==> config.mk <==
export PLATFORM = sky130hd
export DESIGN_NAME = imhpq_ctrl
export DESIGN_NICKNAME = d
export VERILOG_FILES = /design/src/rtl/core/indexed_min_heap_priority_queue_defines.svh /design/src/rtl/core/imhpq_pkg.sv /design/src/rtl/core/imhpq_ctrl.sv
export SDC_FILE = /design/constraint.sdc
export NUM_CORES = 1
export LEC_CHECK = 0
export BUFFER_PORTS_ARGS = -buffer_cell sky130_fd_sc_hd__buf_2
export CAP_MARGIN = 20
export CORE_MARGIN = 2
export CORE_UTILIZATION = 56
export CTS_CLUSTER_DIAMETER = 120
export DETAILED_ROUTE_END_ITERATION = 10
export GPL_TIMING_DRIVEN = 0
export PLACE_DENSITY = 0.92
export SLEW_MARGIN = 20
export SYNTH_ARGS = -nofsm -noshare
export SYNTH_HDL_FRONTEND = slang
export SYNTH_SLANG_ARGS = --single-unit
==> constraint.sdc <==
create_clock -name clk -period 3.2 [get_ports clk]
set_input_delay 0.64 -clock clk [delete_from_list [all_inputs] [get_ports clk]]
set_output_delay 0.64 -clock clk [all_outputs]
set_load 0.01 [all_outputs]
==> src/rtl/core/indexed_min_heap_priority_queue_defines.svh <==
// assertion macros for the indexed min-heap priority queue
// no dependencies; included by the top level only
`ifndef INDEXED_MIN_HEAP_PRIORITY_QUEUE_DEFINES_SVH
`define INDEXED_MIN_HEAP_PRIORITY_QUEUE_DEFINES_SVH
`ifndef ASSERT_OFF
`define IMHPQ_ASSERT(lbl, clk, rst, prop, msg) \
  lbl: assert property (@(posedge clk) disable iff (rst) prop) else $error(msg);
`define IMHPQ_NEVER(lbl, clk, rst, cond, msg) \
  lbl: assert property (@(posedge clk) disable iff (rst) !(cond)) else $error(msg);
`else
`define IMHPQ_ASSERT(lbl, clk, rst, prop, msg)
`define IMHPQ_NEVER(lbl, clk, rst, cond, msg)
`endif
`endif

==> src/rtl/core/imhpq_pkg.sv <==
// shared types and constants of the indexed min-heap priority queue
// no dependencies
package imhpq_pkg;

  localparam int HEAP_CAPACITY_DEF = 1024;
  localparam int NODE_IDS_DEF      = 4096;
  localparam int COST_BITS_DEF     = 24;
  localparam int ID_BITS           = 12;
  localparam int REQ_BITS          = 3;
  localparam int STATUS_BITS       = 3;

  typedef enum logic [REQ_BITS-1:0] {
    REQ_INSERT = 3'd0,
    REQ_POP    = 3'd1,
    REQ_PEEK   = 3'd2,
    REQ_REMOVE = 3'd3,
    REQ_CHANGE = 3'd4,
    REQ_CLEAR  = 3'd5
  } req_t;

  typedef enum logic [STATUS_BITS-1:0] {
    ST_OK      = 3'd0,
    ST_EMPTY   = 3'd1,
    ST_FULL    = 3'd2,
    ST_ABSENT  = 3'd3,
    ST_PRESENT = 3'd4
  } status_t;

  typedef enum logic [4:0] {
    S_INIT, S_IDLE, S_DEC, S_PR1, S_PR2, S_INS, S_P1, S_P2, S_P3, S_P4,
    S_R1, S_R2, S_R3, S_C1, S_SU0, S_SU1, S_SU2, S_SD0, S_SD1, S_SD2, S_SD3,
    S_WB, S_FIN
  } ctl_state_t;

  typedef enum logic [4:0] {
    U_INIT, U_IDLE, U_DEC, U_PR1, U_PR2, U_INS, U_P1, U_P2, U_P3, U_P4,
    U_R1, U_R2, U_R3, U_C1, U_SU0, U_SU1, U_SU2, U_SD0, U_SD1, U_SD2, U_SD3,
    U_WB, U_FIN
  } uop_t;

  typedef struct packed {
    uop_t op;
  } dp_cmd_t;

  typedef struct packed {
    logic [REQ_BITS-1:0] req;
    logic init_done;
    logic accept;
    logic id_ok;
    logic count_zero;
    logic present;
    logic full;
    logic mid_in;
    logic key_lt;
    logic cost_lt;
    logic at_zero;
    logic l_lt;
    logic sd_go;
    logic out_free;
  } dp_flags_t;

endpackage

==> src/rtl/core/imhpq_ctrl.sv <==
// sequencer of the indexed min-heap priority queue
// depends on imhpq_pkg
module imhpq_ctrl (
  input  logic                clk,
  input  logic                rst,
  input  imhpq_pkg::dp_flags_t flags,
  output imhpq_pkg::dp_cmd_t   cmd
);

  imhpq_pkg::ctl_state_t state, state_next;

  always_ff @(posedge clk) begin
    if (rst) begin
      state <= imhpq_pkg::S_INIT;
    end else begin
      state <= state_next;
    end
  end

  always_comb begin
    state_next = state;
    case (state)
      imhpq_pkg::S_INIT: if (flags.init_done) state_next = imhpq_pkg::S_IDLE;
      imhpq_pkg::S_IDLE: if (flags.accept) state_next = imhpq_pkg::S_DEC;
      imhpq_pkg::S_DEC: begin
        case (flags.req)
          imhpq_pkg::REQ_INSERT, imhpq_pkg::REQ_REMOVE, imhpq_pkg::REQ_CHANGE:
            state_next = flags.id_ok ? imhpq_pkg::S_PR1 : imhpq_pkg::S_FIN;
          imhpq_pkg::REQ_POP, imhpq_pkg::REQ_PEEK:
            state_next = flags.count_zero ? imhpq_pkg::S_FIN : imhpq_pkg::S_P1;
          default: state_next = imhpq_pkg::S_FIN;
        endcase
      end
      imhpq_pkg::S_PR1: state_next = imhpq_pkg::S_PR2;
      imhpq_pkg::S_PR2: begin
        case (flags.req)
          imhpq_pkg::REQ_INSERT:
            state_next = (flags.present || flags.full) ? imhpq_pkg::S_FIN
                                                       : imhpq_pkg::S_INS;
          imhpq_pkg::REQ_REMOVE:
            state_next = flags.present ? imhpq_pkg::S_R1 : imhpq_pkg::S_FIN;
          imhpq_pkg::REQ_CHANGE:
            state_next = flags.present ? imhpq_pkg::S_C1 : imhpq_pkg::S_FIN;
          default: state_next = imhpq_pkg::S_FIN;
        endcase
      end
      imhpq_pkg::S_INS: state_next = imhpq_pkg::S_SU0;
      imhpq_pkg::S_P1:  state_next = imhpq_pkg::S_P2;
      imhpq_pkg::S_P2:
        state_next = (flags.req == imhpq_pkg::REQ_POP) ? imhpq_pkg::S_P3
                                                       : imhpq_pkg::S_FIN;
      imhpq_pkg::S_P3:
        state_next = flags.count_zero ? imhpq_pkg::S_FIN : imhpq_pkg::S_P4;
      imhpq_pkg::S_P4: state_next = imhpq_pkg::S_SD0;
      imhpq_pkg::S_R1: state_next = flags.mid_in ? imhpq_pkg::S_R2 : imhpq_pkg::S_FIN;
      imhpq_pkg::S_R2: state_next = imhpq_pkg::S_R3;
      imhpq_pkg::S_R3: state_next = flags.key_lt ? imhpq_pkg::S_SU0 : imhpq_pkg::S_SD0;
      imhpq_pkg::S_C1: state_next = flags.cost_lt ? imhpq_pkg::S_SU0 : imhpq_pkg::S_SD0;
      imhpq_pkg::S_SU0: state_next = flags.at_zero ? imhpq_pkg::S_WB : imhpq_pkg::S_SU1;
      imhpq_pkg::S_SU1: state_next = imhpq_pkg::S_SU2;
      imhpq_pkg::S_SU2: state_next = flags.key_lt ? imhpq_pkg::S_SU0 : imhpq_pkg::S_WB;
      imhpq_pkg::S_SD0: state_next = flags.l_lt ? imhpq_pkg::S_SD1 : imhpq_pkg::S_WB;
      imhpq_pkg::S_SD1: state_next = imhpq_pkg::S_SD2;
      imhpq_pkg::S_SD2: state_next = imhpq_pkg::S_SD3;
      imhpq_pkg::S_SD3: state_next = flags.sd_go ? imhpq_pkg::S_SD0 : imhpq_pkg::S_WB;
      imhpq_pkg::S_WB:  state_next = imhpq_pkg::S_FIN;
      imhpq_pkg::S_FIN: if (flags.out_free) state_next = imhpq_pkg::S_IDLE;
      default: state_next = imhpq_pkg::S_IDLE;
    endcase
  end

  always_comb begin
    case (state)
      imhpq_pkg::S_INIT: cmd.op = imhpq_pkg::U_INIT;
      imhpq_pkg::S_IDLE: cmd.op = imhpq_pkg::U_IDLE;
      imhpq_pkg::S_DEC:  cmd.op = imhpq_pkg::U_DEC;
      imhpq_pkg::S_PR1:  cmd.op = imhpq_pkg::U_PR1;
      imhpq_pkg::S_PR2:  cmd.op = imhpq_pkg::U_PR2;
      imhpq_pkg::S_INS:  cmd.op = imhpq_pkg::U_INS;
      imhpq_pkg::S_P1:   cmd.op = imhpq_pkg::U_P1;
      imhpq_pkg::S_P2:   cmd.op = imhpq_pkg::U_P2;
      imhpq_pkg::S_P3:   cmd.op = imhpq_pkg::U_P3;
      imhpq_pkg::S_P4:   cmd.op = imhpq_pkg::U_P4;
      imhpq_pkg::S_R1:   cmd.op = imhpq_pkg::U_R1;
      imhpq_pkg::S_R2:   cmd.op = imhpq_pkg::U_R2;
      imhpq_pkg::S_R3:   cmd.op = imhpq_pkg::U_R3;
      imhpq_pkg::S_C1:   cmd.op = imhpq_pkg::U_C1;
      imhpq_pkg::S_SU0:  cmd.op = imhpq_pkg::U_SU0;
      imhpq_pkg::S_SU1:  cmd.op = imhpq_pkg::U_SU1;
      imhpq_pkg::S_SU2:  cmd.op = imhpq_pkg::U_SU2;
      imhpq_pkg::S_SD0:  cmd.op = imhpq_pkg::U_SD0;
      imhpq_pkg::S_SD1:  cmd.op = imhpq_pkg::U_SD1;
      imhpq_pkg::S_SD2:  cmd.op = imhpq_pkg::U_SD2;
      imhpq_pkg::S_SD3:  cmd.op = imhpq_pkg::U_SD3;
      imhpq_pkg::S_WB:   cmd.op = imhpq_pkg::U_WB;
      imhpq_pkg::S_FIN:  cmd.op = imhpq_pkg::U_FIN;
      default:           cmd.op = imhpq_pkg::U_IDLE;
    endcase
  end

endmodule

**Word-level counts from Yosys, hierarchy flattened**

Memory sizes are Yosys's and may differ from the RTL's. A register that Yosys moved wholly into a read port is not among the register bits.
Cells that the tools add are included.

- Memories kept: 1
- Output and inout bits: 5
- Input port bits: 18
- Memory bits (read-only): 160
- Bits in latches: 0
- RAM bits: 0
- Register bits: 5
- Logic and storage cells: 59

- Equality and inequality tests: 29
- Multiplexer cells: 22
- Add/sub/neg operators: 0
- Bitwise gates (word level): 0
- Div/mod/pow operators: 0
- Multiply operators: 0
- Reductions and logical operators: 6
- Shift operators: 0
- Magnitude comparators: 0

Memory list:

| memory | words | bits a word | rd ports | clocked after Yosys merged registers in | write ports | line | source |
|---|---|---|---|---|---|---|---|
| (name not given) | 32 | 5 | 1 | 1 | 0 | imhpq_ctrl.sv:73 | `case (state)` |

Operators with widths:

| operator | count |
|---|---|
| case mux 5 bit (23 select lines) | 1 |
| 2-to-1 mux 5 bit | 17 |
| equality test 5 x 4 -> 1 bit, second input constant | 8 |
| equality test 5 bit, second input constant | 7 |
| equality test 5 x 3 -> 1 bit, second input constant | 4 |
| case mux 5 bit (3 select lines) | 1 |
| equality test 5 x 2 -> 1 bit, second input constant | 2 |
| case mux 5 bit (2 select lines) | 1 |
| equality test 3 x 2 -> 1 bit, second input constant | 2 |
| 2-to-1 mux 3 bit | 2 |
| != test 2 bit, second input constant | 3 |
| equality test 5 x 1 -> 1 bit, second input constant | 1 |
| zero test 5 bit | 1 |
| equality test 3 x 1 -> 1 bit, second input constant | 1 |
| equality test 3 bit, second input constant | 1 |
| zero test 3 bit | 1 |
| AND reduction 3 bit | 1 |
| OR reduction 3 bit | 1 |
| OR reduction 2 bit | 1 |
| logical OR 1 bit | 1 |

**Longest topological paths before layout**

Gate-level depths: netlist of run 1.

- Depth after elaboration: 6
- Gate-level depth with buffers: 6
- Depth with buffers taken out: 5

**Least setup slack after synthesis of run 1**

Ideal clock, no wire load.

- Kind: in2reg
- Start point: in flags[15] in the netlist's numbering
- End point: reg cmd[3] (netlist name)
- Stages on the path: 6
- Buffers on the path: 1
- Data required time: 3126 ps
- Path slack: 1395 ps
- Arrival time: 1731 ps
- Library setup time: 74 ps
- Cells stage by stage: buf_6 or3b_4 nand2_1 a22oi_1 or3_1 a31oi_1

- Word-level cells in the longest chain between the ends: 6
- Elaborated cells between the ends (all ways): 13
- Classes of those cells: eq/ne: 4; mux: 6; reduce/logical: 3

Ends and longest elaborated chain:

| element | line | source |
|---|---|---|
| from (decl) | imhpq_ctrl.sv:6 | `input imhpq_pkg::dp_flags_t flags,` |
| equality test 3 bit (tied with other cells) | imhpq_ctrl.sv:26, imhpq_ctrl.sv:36 |  |
| OR reduction 3 bit or OR reduction 2 bit (tied branches) | imhpq_ctrl.sv:26 | `case (flags.req)` |
| case mux 5 bit (2 select lines) | imhpq_ctrl.sv:26 |  |
| case mux 5 bit (23 select lines) * | imhpq_ctrl.sv:22 | `case (state)` |
| 2-to-1 mux 5 bit (no line) * (2 in series) | -- |  |

Every way passes the cells marked *; elsewhere a longest branch is shown, timed or not.
A chain may end at the register's enable or synchronous reset.

**Worst setup path in the final report of run 1**

- Start point: in flags[15] in the netlist's numbering
- End point: reg cmd[1] (netlist name)

- Word-level cells in the longest chain between the ends: 6
- Elaborated cells between the ends (all ways): 13
- Classes of those cells: eq/ne: 4; mux: 6; reduce/logical: 3

Ends and longest elaborated chain:

| element | line |
|---|---|
| equality test 3 bit (tied with other cells) | imhpq_ctrl.sv:26, imhpq_ctrl.sv:36 |
| OR reduction 3 bit or OR reduction 2 bit (tied branches) | imhpq_ctrl.sv:26 |
| case mux 5 bit (2 select lines) | imhpq_ctrl.sv:26 |
| case mux 5 bit (23 select lines) * | imhpq_ctrl.sv:22 |
| 2-to-1 mux 5 bit (no line) * (2 in series) | -- |

Marks and branches as above.

==> impl_metrics.tcl, run 1 <==
set metrics [dict create \
    outcome "finished, final reports clean" \
    synth_top_family_by_area "simple AND/OR/NAND/NOR gates" \
    cts.htree.levels 1 \
    post_synth_xor_area_fraction_pct 1.83 \
    grt_start_max_net_pins 11 \
    num_rows 14 \
    gpl.final_weighted_congestion 0.987 \
    die_width_microns 45.4 \
    post-route-min-period_ns 1.85 \
    setup_viol_count_final 0 \
    num_io_pins 23 \
    synth_top_flop_cell "sky130_fd_sc_hd__dfxtp_1" \
    netlist_area_sq_um 960 \
    timing.reg2reg.setup_slack_ns 1.48 \
    timing.setup.critical_path_class "in -> reg" \
    yosys.area_share.simple_pct 34.3 \
    postCtsSetupRepairBufs 0 \
    die_area_sq_um 2060 \
    die_h_microns 45.4 \
    setup_repair_after_global_routing_missed_its_margin "false" \
    max_slew.worst_pin.slew_ns 0.479 \
    filler_cell_count 126 \
    cp-end-kind "flip-flop" \
    post_cts_hold_buffer_count 0 \
    timing.critical_path.required_ns 3.34 \
    grt_pass1_vias 1111 \
    number_of_enable_flip_flop_cells_after_synthesis 0 \
    cts_tree "built" \
    final_layout_size_suffix_gt1_share_pct 24.8 \
    grt_use_total_pct 32.8 \
    synthDistinctLibCells 46 \
    areaGrowthSynthToFinish_pct 16.3 \
    final-seq-area_sq_um 200 \
    period_share_pct 57.7 \
    ys_seq_area_share_pct 20.9 \
    slew_viol_final 0 \
    clock_tree.buffer_depth 2 \
    synth-adder-area-share_pct 0 \
    syn_avg_cell_area_sq_um 7.44 \
    placement.io_buffers 20 \
    nNetsFinal 172 \
    root_buffer "sky130_fd_sc_hd__clkbuf_4" \
    p_leak_nw 0.433 \
    worst_slew_margin_rel_pct 67.8 \
    synth.ff_latch_count 10 \
    power_density_nw_per_um2 729 \
    critPathLaunchType "primary input" \
    num_antenna_cells 0 \
    mostFrequentLayoutCell "sky130_fd_sc_hd__buf_2" \
    grt_remaining_overflow 0 \
    clk_pin_slew_worst_paths_ns 0.07 \
    drt-wirelength-per-cell_microns 17.4 \
    first_iter_violations 136 \
    hold-worst-slack_ns 0.678 \
    yosysWarningCount 0 \
    core_area_sq_um 1560 \
    fin_tns_setup_ns 0 \
    clock-skew-final_ns 0.00352 \
    vias 1243 \
    synth_compound_gate_area_share_pct 32.9 \
    number_of_instances_in_the_synthesized_netlist 129 \
    holdCritPathClass "in -> reg" \
    route.detailed.drc 0 \
    ir_worst_vdd_uv 538 \
    antenna_found_initial 0 \
    post_drt_via_cell_ratio 7.36 \
    multiplexer_fraction_of_the_synthesized_cell_area_pct 1.04 \
    cp.arrival_ns 1.99 \
    wire_length_of_the_first_global_routing_pass_mm 4.91 \
    placed_wire_length_estimate_mm 2.15 \
    share_of_synthesized_registers_carrying_an_async_set_or_reset_pct 0 \
    total_of_cells_resized_after_clock_tree_synthesis 0 \
    synth_nets 147 \
    cts_sinks 10 \
    cts-buffers-inserted 3 \
    maxCapViolCount 0 \
    aggregate_routed_wire_length_mm 2.94 \
    maxClockFrequency_mhz 541 \
    initial_util_pct 61.6 \
    maximum_fanout_count_along_the_critical_path 8 \
    insertion_delay_ns 0.28 \
    hold_violations 0 \
    drt_pass1_iterations 7 \
    combined_area_of_the_multi_input_logic_cells_sq_um 672 \
    ant_nets 0 \
    most-common-layout-cells "24 x sky130_fd_sc_hd__buf_2, 12 x sky130_fd_sc_hd__nor2_1, 10 x sky130_fd_sc_hd__nand2_1, 10 x sky130_fd_sc_hd__a21oi_1, 10 x sky130_fd_sc_hd__dfxtp_1" \
]
==> power by group <==
part,total [W],internal (W),switching (W)
combinational,0.000507,0.000197,0.000310
clock,0.000117,0.0000693,0.0000478
sequential,0.000189,0.000166,0.0000235
==> flip-flops by register name, indices dropped and copies added, names as in the netlist <==
| name | count |
|---|---|
| cmd | 5 |
| state | 5 |
==> synth_stat cells (2+ instances only) <==
library cell               count  area (sq um)
sky130_fd_sc_hd__nand4_1       4          25.0
sky130_fd_sc_hd__and3_1        2          12.5
sky130_fd_sc_hd__a41oi_1       4          35.0
sky130_fd_sc_hd__nor3_1        3          15.0
sky130_fd_sc_hd__dfxtp_1      10           200
sky130_fd_sc_hd__nor2_1       12          45.0
sky130_fd_sc_hd__a31oi_1       5          31.3
sky130_fd_sc_hd__nor2b_1       3          18.8
sky130_fd_sc_hd__o21ai_0       4          20.0
sky130_fd_sc_hd__o31ai_1       2          15.0
sky130_fd_sc_hd__nand3_1       2          10.0
sky130_fd_sc_hd__and2b_1       2          15.0
sky130_fd_sc_hd__o21ai_1       2          10.0
sky130_fd_sc_hd__or2_1         2          12.5
sky130_fd_sc_hd__a311oi_1      4          35.0
sky130_fd_sc_hd__buf_6         2          22.5
sky130_fd_sc_hd__buf_4         3          22.5
sky130_fd_sc_hd__a32oi_1       4          35.0
sky130_fd_sc_hd__nand2_1      10          37.5
sky130_fd_sc_hd__buf_2         4          20.0
sky130_fd_sc_hd__nor4_1        3          18.8
sky130_fd_sc_hd__or3_1         3          18.8
sky130_fd_sc_hd__nand3b_1      2          15.0
sky130_fd_sc_hd__nand2b_1      5          31.3
sky130_fd_sc_hd__nor3b_1       2          15.0
sky130_fd_sc_hd__a21oi_1      10          50.1
==> worst max-delay path, cell delays in order <==
cell and delay, ns:
sky130_fd_sc_hd__buf_6 0.11, sky130_fd_sc_hd__or3_1 0.37, sky130_fd_sc_hd__a21oi_1 0.25, sky130_fd_sc_hd__nor2b_1 0.08, sky130_fd_sc_hd__nor3b_1 0.38, sky130_fd_sc_hd__a311oi_1 0.15
==> area by class of cell <==
cell class	count	share of cell area [%]
buffer	11	7.51
clock buffer	4	3.25
inverter	1	0.336
multi-input combinational	107	60.2
sequential	10	17.9
tap	16	1.79
timing repair buffer	20	8.97
==> path summary, 6_finish.rpt <==
kind | from | cells past startpoint | to
max | flags[15] | 6 | cmd[1]$_DFF_P_
min | rst | 2 | state[3]$_SDFFE_PP0P_
min reg2reg | state[0]$_SDFFE_PP0P_ | 3 | state[3]$_SDFFE_PP0P_
max reg2reg | state[4]$_SDFFE_PP0P_ | 6 | cmd[1]$_DFF_P_
==> logic make-up after synthesis <==
logic type                count (synthesis)
buffers and inverters                    12
AOI/OAI and AO/OA                        45
xor gates and xnor gates                  2
DFF                                      10
muxes                                     1
and+or+nand+nor                          59
==> metal layers <==
layer	wire length (microns)	vias to the layer above	track usage [%]
li1	-	551	-
met5	0	-	0
met3	405	35	11.1
met4	206	0	20.0
met2	1300	126	50.4
met1	1020	531	39.0
==> per-stage QoR <==
| step | instance area [sq um] | cells | util (%) | setup WS [ns] | total power, W |
|---|---|---|---|---|---|
| 2_1_floorplan | 960 | 129 | - | 1.39 | 0.000554 |
| 3_3_place_gp | 1080 | 165 | 69.3 | 1.19 | 0.000661 |
| 3_5_place_dp | 1080 | 165 | 69.3 | 1.13 | 0.000679 |
| 4_1_cts | 1120 | 169 | 71.6 | 1.41 | 0.000797 |
| 5_1_grt | 1120 | 169 | 71.6 | 1.30 | 0.000869 |
| 6_report | 1120 | 169 | 71.6 | 1.35 | 0.000814 |
(Power assumes the default switching activity.)
==> run 2: changes to the inputs <==
Settings changed: CORE_UTILIZATION 56 to 52, PLACE_DENSITY 0.92 to 0.87.
Clock period 3.2 ns to 1.8 ns, I/O delays scaled along.
==> run 2 against run 1 <==
Power is 76% higher; cell count increased by 5.3%; combinational power up 76%; critical path type is now reg -> reg.
==> impl_metrics.tcl, run 2 (same netlist as run 1, synthesis figures left out) <==
set metrics [dict create \
    critical-path-max-stage-delay_ns 0.40 \
    placedCellCount 174 \
    final_cells 178 \
    max_slew.worst_pin.slew_ns 0.483 \
    die_width_microns 47.0 \
    holdCritPathClass "in -> reg" \
    wire_length_of_the_first_global_routing_pass_mm 4.66 \
    slew_viol_final 0 \
    timing.critical_path.required_ns 1.91 \
    grt_pass1_vias 1032 \
    post_cts_hold_buffer_count 0 \
    period_share_pct 92.5 \
    fin_tns_setup_ns 0 \
    timing.setup.critical_path_class "reg -> reg" \
    grt_start_max_net_pins 11 \
    setup_repair_after_global_routing_missed_its_margin "false" \
    cts.htree.levels 1 \
    ff2ff_path_depth 6 \
    timing.reg2reg.setup_slack_ns 0.13 \
    worst_slew_margin_rel_pct 67.5 \
    antenna_found_initial 0 \
    crit_chain "buf_4, nor2_1, a32oi_1, o21ai_1, a21oi_1, a41oi_1" \
    postCtsSetupRepairBufs 0 \
    cp-startpoint "state[1]$_SDFFE_PP0P_" \
    filler_cell_count 155 \
    final_layout_size_suffix_gt1_share_pct 25.5 \
    placement.cell_area_sq_um 1090 \
    setup_viol_count_final 0 \
    hold_violations 0 \
    areaGrowthSynthToFinish_pct 17.6 \
    clock-skew-final_ns 0.0146 \
    nNetsFinal 172 \
    power_density_nw_per_um2 1270 \
    critPathLaunchType "flip-flop" \
    ant_nets 0 \
    cts_sinks 10 \
    num_rows 15 \
    core_area_sq_um 1730 \
    placed_wire_length_estimate_mm 2.14 \
    post_drt_via_cell_ratio 6.57 \
    most-common-layout-cells "24 x sky130_fd_sc_hd__buf_2, 12 x sky130_fd_sc_hd__nor2_1, 10 x sky130_fd_sc_hd__nand2_1, 10 x sky130_fd_sc_hd__a21oi_1, 9 x sky130_fd_sc_hd__dfxtp_1" \
    ir_worst_vdd_uv 848 \
    post-route-min-period_ns 1.67 \
    timing.hold.worst_path_depth 2 \
    die_area_sq_um 2210 \
    gpl.final_weighted_congestion 0.967 \
    maxCapViolCount 0 \
    maximum_fanout_count_along_the_critical_path 10 \
    cp_num_buf_inv 1 \
    die_h_microns 47.0 \
    worst_r2r_startpoint "state[1]$_SDFFE_PP0P_" \
    holdCritStartpoint "rst" \
    p_leak_nw 0.434 \
    num_antenna_cells 0 \
    clock_tree.buffer_depth 2 \
    cts-buffers-inserted 3 \
    root_buffer "sky130_fd_sc_hd__clkbuf_4" \
    num_io_pins 23 \
    critical_path.top_delay_family "compound AO/OA/AOI/OAI gates" \
    outcome "finished, final reports clean" \
    total_of_cells_resized_after_clock_tree_synthesis 0 \
    cp-end-kind "flip-flop" \
    final_cell_area_sq_um 1130 \
    maxClockFrequency_mhz 600 \
    route.detailed.drc 0 \
    grt_remaining_overflow 0 \
    placement.io_buffers 20 \
    drt_pass1_iterations 5 \
    clk_pin_slew_worst_paths_ns 0.08 \
    vias 1169 \
    reg2reg_to "cmd[4]$_SDFF_PP0_" \
    hold_path_end "cmd[0]$_DFF_P_" \
    insertion_delay_ns 0.27 \
    grt_use_total_pct 29.2 \
    cp.arrival_ns 1.78 \
    first_iter_violations 94 \
    mostFrequentLayoutCell "sky130_fd_sc_hd__buf_2" \
    crit_slowest_cell "sky130_fd_sc_hd__dfxtp_1" \
    initial_util_pct 55.6 \
    drt-wirelength-per-cell_microns 16.0 \
    aggregate_routed_wire_length_mm 2.85 \
    cts_tree "built" \
]
## run 2: stage by stage
| step | util (%) | total power, W | hold WS (ns) | worst slack [ns] |
|---|---|---|---|---|
| after floorplan | - | 0.000985 | 0.609 | 0.275 |
| after global placement | 63.2 | 0.00118 | 0.660 | 0.0801 |
| after detailed placement | 63.2 | 0.00119 | 0.675 | 0.0336 |
| after CTS | 65.3 | 0.00140 | 0.387 | 0.102 |
| after global routing | 65.4 | 0.00153 | 0.392 | 0.0410 |
| final | 65.4 | 0.00143 | 0.386 | 0.134 |
## run 2: cell type report
class / count / area, sq um / share of cell area [%]
multi-input cells: 107 / 672 / 59.5
flip-flops and latches: 10 / 201 / 17.8
repair buffers: 20 / 100 / 8.87
plain buffers: 11 / 83.8 / 7.43
clock buffers: 4 / 36.3 / 3.22
well taps: 25 / 31.3 / 2.77
inverters: 1 / 3.75 / 0.333
## run 2: metal layers
layer  part of all wire, %  vias to the layer above  track usage [%]  wire, microns
li1                      -                      555                -              -
met1                    38                      511             38.7           1090
met2                    48                       98             46.8           1380
met3                    13                        5             8.08            367
met4                  0.49                        0             7.78             14
met5                     0                        -                0              0
## run 2: worst max path at each step
stage	endpoint	depth (start not counted)
2_1_floorplan	cmd[3]$_SDFF_PN0_	6
3_3_place_gp	cmd[1]$_DFF_P_	6
3_5_place_dp	cmd[1]$_DFF_P_	6
4_1_cts	cmd[2]$_DFF_P_	6
5_1_grt	cmd[2]$_DFF_P_	5
6_report	cmd[4]$_SDFF_PP0_	6
## run 2: power breakdown
part / switching (W) / internal [W] / total [W]
sequential: 0.0000405 / 0.000295 / 0.000336
clock: 0.0000816 / 0.000123 / 0.000204
combinational: 0.000541 / 0.000351 / 0.000892
==> run 3: changes to the inputs <==
Settings changed: ABC_AREA from default to 1, CORE_UTILIZATION 52 to 54, PLACE_DENSITY 0.87 to 0.88.
==> run 3 against run 2 <==
Count of clock-buffer cells in the layout shrank 1; first-iteration DRC count shrank 40%; cell count grew 44%; combinational power grew 29%; utilization shrank 0.063 points; design area grew 11%; synthesized area grew 13%; worst setup slack gained 0.064 ns; synthesized cell count grew 58%; sequential share of layout area shrank 1.8 points.
==> impl_metrics.tcl, run 3 <==
set metrics [dict create \
    power_density_nw_per_um2 1340 \
    cp.arrival_ns 1.76 \
    number_of_instances_in_the_synthesized_netlist 204 \
    max_slew.worst_pin.slew_ns 0.423 \
    nNetsFinal 249 \
    critical-path-max-stage-delay_ns 0.36 \
    num_antenna_cells 0 \
    route.detailed.drc 0 \
    cts.htree.levels 1 \
    post_cts_hold_buffer_count 0 \
    final_util_pct 65.3 \
    critical_path.top_delay_family "simple AND/OR/NAND/NOR gates" \
    cts_tree "built" \
    synth_top_flop_cell "sky130_fd_sc_hd__dfxtp_1" \
    fin_tns_setup_ns 0 \
    number_of_enable_flip_flop_cells_after_synthesis 0 \
    worst_slew_margin_rel_pct 71.7 \
    ir_worst_vdd_uv 925 \
    placement.io_buffers 22 \
    synthDistinctLibCells 21 \
    cp-end-kind "flip-flop" \
    setup_repair_after_global_routing_missed_its_margin "false" \
    die_width_microns 48.9 \
    maxClockFrequency_mhz 624 \
    grt_pass1_vias 1187 \
    synthDominantCellAreaShare_pct 19.0 \
    setup_viol_count_final 0 \
    cp_num_buf_inv 1 \
    mostFrequentLayoutCell "sky130_fd_sc_hd__nand2_1" \
    clk_pin_slew_worst_paths_ns 0.06 \
    critPathLaunchType "flip-flop" \
    most-common-layout-cells "55 x sky130_fd_sc_hd__nand2_1, 37 x sky130_fd_sc_hd__nand3_1, 34 x sky130_fd_sc_hd__nor2_1" \
    areaGrowthSynthToFinish_pct 15.4 \
    initial_util_pct 56.6 \
    gpl.final_weighted_congestion 0.931 \
    core_area_sq_um 1920 \
    wire_length_of_the_first_global_routing_pass_mm 4.81 \
    ys_seq_area_share_pct 18.4 \
    crit_chain "buf_6, nor2_2, nand3_2, nand3_1, nor2_1, nand3_1, nand2_1, nor2_1, nor2_1" \
    p_total_w 0.00168 \
    maxCapViolCount 0 \
    synth_most_common_cell "sky130_fd_sc_hd__nand2_1" \
    ant_nets 0 \
    drt_pass1_iterations 6 \
    final_layout_size_suffix_gt1_share_pct 17.9 \
    die_h_microns 48.9 \
    synth.ff_latch_count 10 \
    placed_wire_length_estimate_mm 2.28 \
    hold_violations 0 \
    num_rows 16 \
    vias 1365 \
    post_drt_via_cell_ratio 5.33 \
    antenna_found_initial 0 \
    timing.reg2reg.setup_slack_ns 0.20 \
    cts-buffers-inserted 3 \
    post-route-min-period_ns 1.60 \
    clock_tree.buffer_depth 2 \
    synth_nets 222 \
    cts_sinks 10 \
    grt_start_max_net_pins 11 \
    num_io_pins 23 \
    yosysWarningCount 0 \
    grt_use_total_pct 24.7 \
    slew_viol_final 0 \
    outcome "finished, final reports clean" \
    maximum_fanout_count_along_the_critical_path 10 \
    clock-skew-final_ns 0.000228 \
    post-synth-top-area-cell "sky130_fd_sc_hd__nand2_1" \
    root_buffer "sky130_fd_sc_hd__clkbuf_4" \
    die_area_sq_um 2390 \
    first_iter_violations 56 \
    period_share_pct 89.0 \
    insertion_delay_ns 0.26 \
    share_of_synthesized_registers_carrying_an_async_set_or_reset_pct 0 \
    holdCritPathClass "in -> reg" \
    timing.critical_path.required_ns 1.95 \
    post_synth_main_area_contributors "sky130_fd_sc_hd__nand2_1 19%, sky130_fd_sc_hd__dfxtp_1 18%, sky130_fd_sc_hd__nand3_1 17%, sky130_fd_sc_hd__nor2_1 12%, sky130_fd_sc_hd__inv_1 11%" \
    path_common_cell "sky130_fd_sc_hd__nor2_1" \
    syn_avg_cell_area_sq_um 5.33 \
    netlist_area_sq_um 1090 \
    drt-wirelength-per-cell_microns 11.2 \
    p_leak_nw 0.764 \
    timing.setup.critical_path_class "reg -> reg" \
    grt_remaining_overflow 0 \
    aggregate_routed_wire_length_mm 2.86 \
    synth_commonest_cells "55 x sky130_fd_sc_hd__nand2_1, 37 x sky130_fd_sc_hd__nand3_1, 34 x sky130_fd_sc_hd__nor2_1" \
    crit_slowest_cell "sky130_fd_sc_hd__nor2_2" \
]
==> run 3: changes by cell type after synthesis, moves of 5 or more <==
cell / before / now
sky130_fd_sc_hd__nand2_1: 10 / 55
sky130_fd_sc_hd__a21oi_1: 10 / 1
sky130_fd_sc_hd__nand3_1: 2 / 37
sky130_fd_sc_hd__nand2b_1: 5 / 0
sky130_fd_sc_hd__a31oi_1: 5 / 0
sky130_fd_sc_hd__nor2_1: 12 / 34
sky130_fd_sc_hd__inv_1: 1 / 31
sky130_fd_sc_hd__nand4_1: 4 / 9
==> run 3: cells by family (layout without fill, tap and decap cells) <==
| family | after synthesis | in the layout | synth area share (%) |
|---|---|---|---|
| flip-flops | 10 | 10 | 18.4 |
| buffers and inverters | 36 | 61 | 13.3 |
| AO/OA/AOI/OAI | 8 | 8 | 4.49 |
| AND/OR/NAND/NOR | 150 | 150 | 63.8 |
==> run 3: worst register-to-register path, cell delays in order, from the launching register on <==
cell,delay (ns)
sky130_fd_sc_hd__dfxtp_1,0.31
sky130_fd_sc_hd__buf_6,0.14
sky130_fd_sc_hd__nor2_2,0.36
sky130_fd_sc_hd__nand3_2,0.19
sky130_fd_sc_hd__nand3_1,0.14
sky130_fd_sc_hd__nor2_1,0.06
sky130_fd_sc_hd__nand3_1,0.07
sky130_fd_sc_hd__nand2_1,0.05
sky130_fd_sc_hd__nor2_1,0.13
sky130_fd_sc_hd__nor2_1,0.06
==> run 3: repair_timing <==
item                       4_1_cts  5_1_grt
buffers inserted                 0        0
setup endpoints to repair        0        1
gates resized for setup          0        1
==> run 3: through the flow <==
step           hold slack [ns]  std cells  setup slack (ns)  area [sq um]
2_1_floorplan            0.432        204             0.461          1090
3_3_place_gp             0.584        253             0.202          1230
3_5_place_dp             0.575        253             0.210          1230
4_1_cts                  0.294        256             0.194          1250
5_1_grt                  0.303        256            0.0229          1250
6_report                 0.292        256             0.198          1250
==> run 3: layout make-up <==
| type | count | area [sq um] |
|---|---|---|
| Sequential cell | 10 | 201 |
| Buffer | 3 | 21.3 |
| Clock buffer | 3 | 22.5 |
| Timing Repair Buffer | 22 | 110 |
| Tap cell | 27 | 33.8 |
| Multi-Input combinational cell | 158 | 742 |
| Fill cell | 205 | 667 |
| Inverter | 33 | 124 |
==> run 3: report_power, final <==
part	leakage [nW]	total [W]	internal (W)	switching [W]
clock	0.0138	0.000149	0.0000771	0.0000720
sequential	0.0827	0.000383	0.000310	0.0000729
combinational	0.668	0.00115	0.000379	0.000768
==> run 3: final timing paths <==
kind / cells after the start / startpoint / to
hold / removal: 2 / rst / state[1]$_SDFFE_PP0P_
hold reg to reg: 3 / state[0]$_SDFFE_PP0P_ / cmd[0]$_DFF_P_
setup / recovery: 9 / state[0]$_SDFFE_PP0P_ / state[0]$_SDFFE_PP0P_
setup reg to reg: 9 / state[0]$_SDFFE_PP0P_ / state[0]$_SDFFE_PP0P_
==> run 3: metal layers <==
layer	track usage, %	part of all wire [%]
met1	32.2	43
met4	5.24	1.6
met5	0	0
met3	3.68	8.8
met2	43.2	46
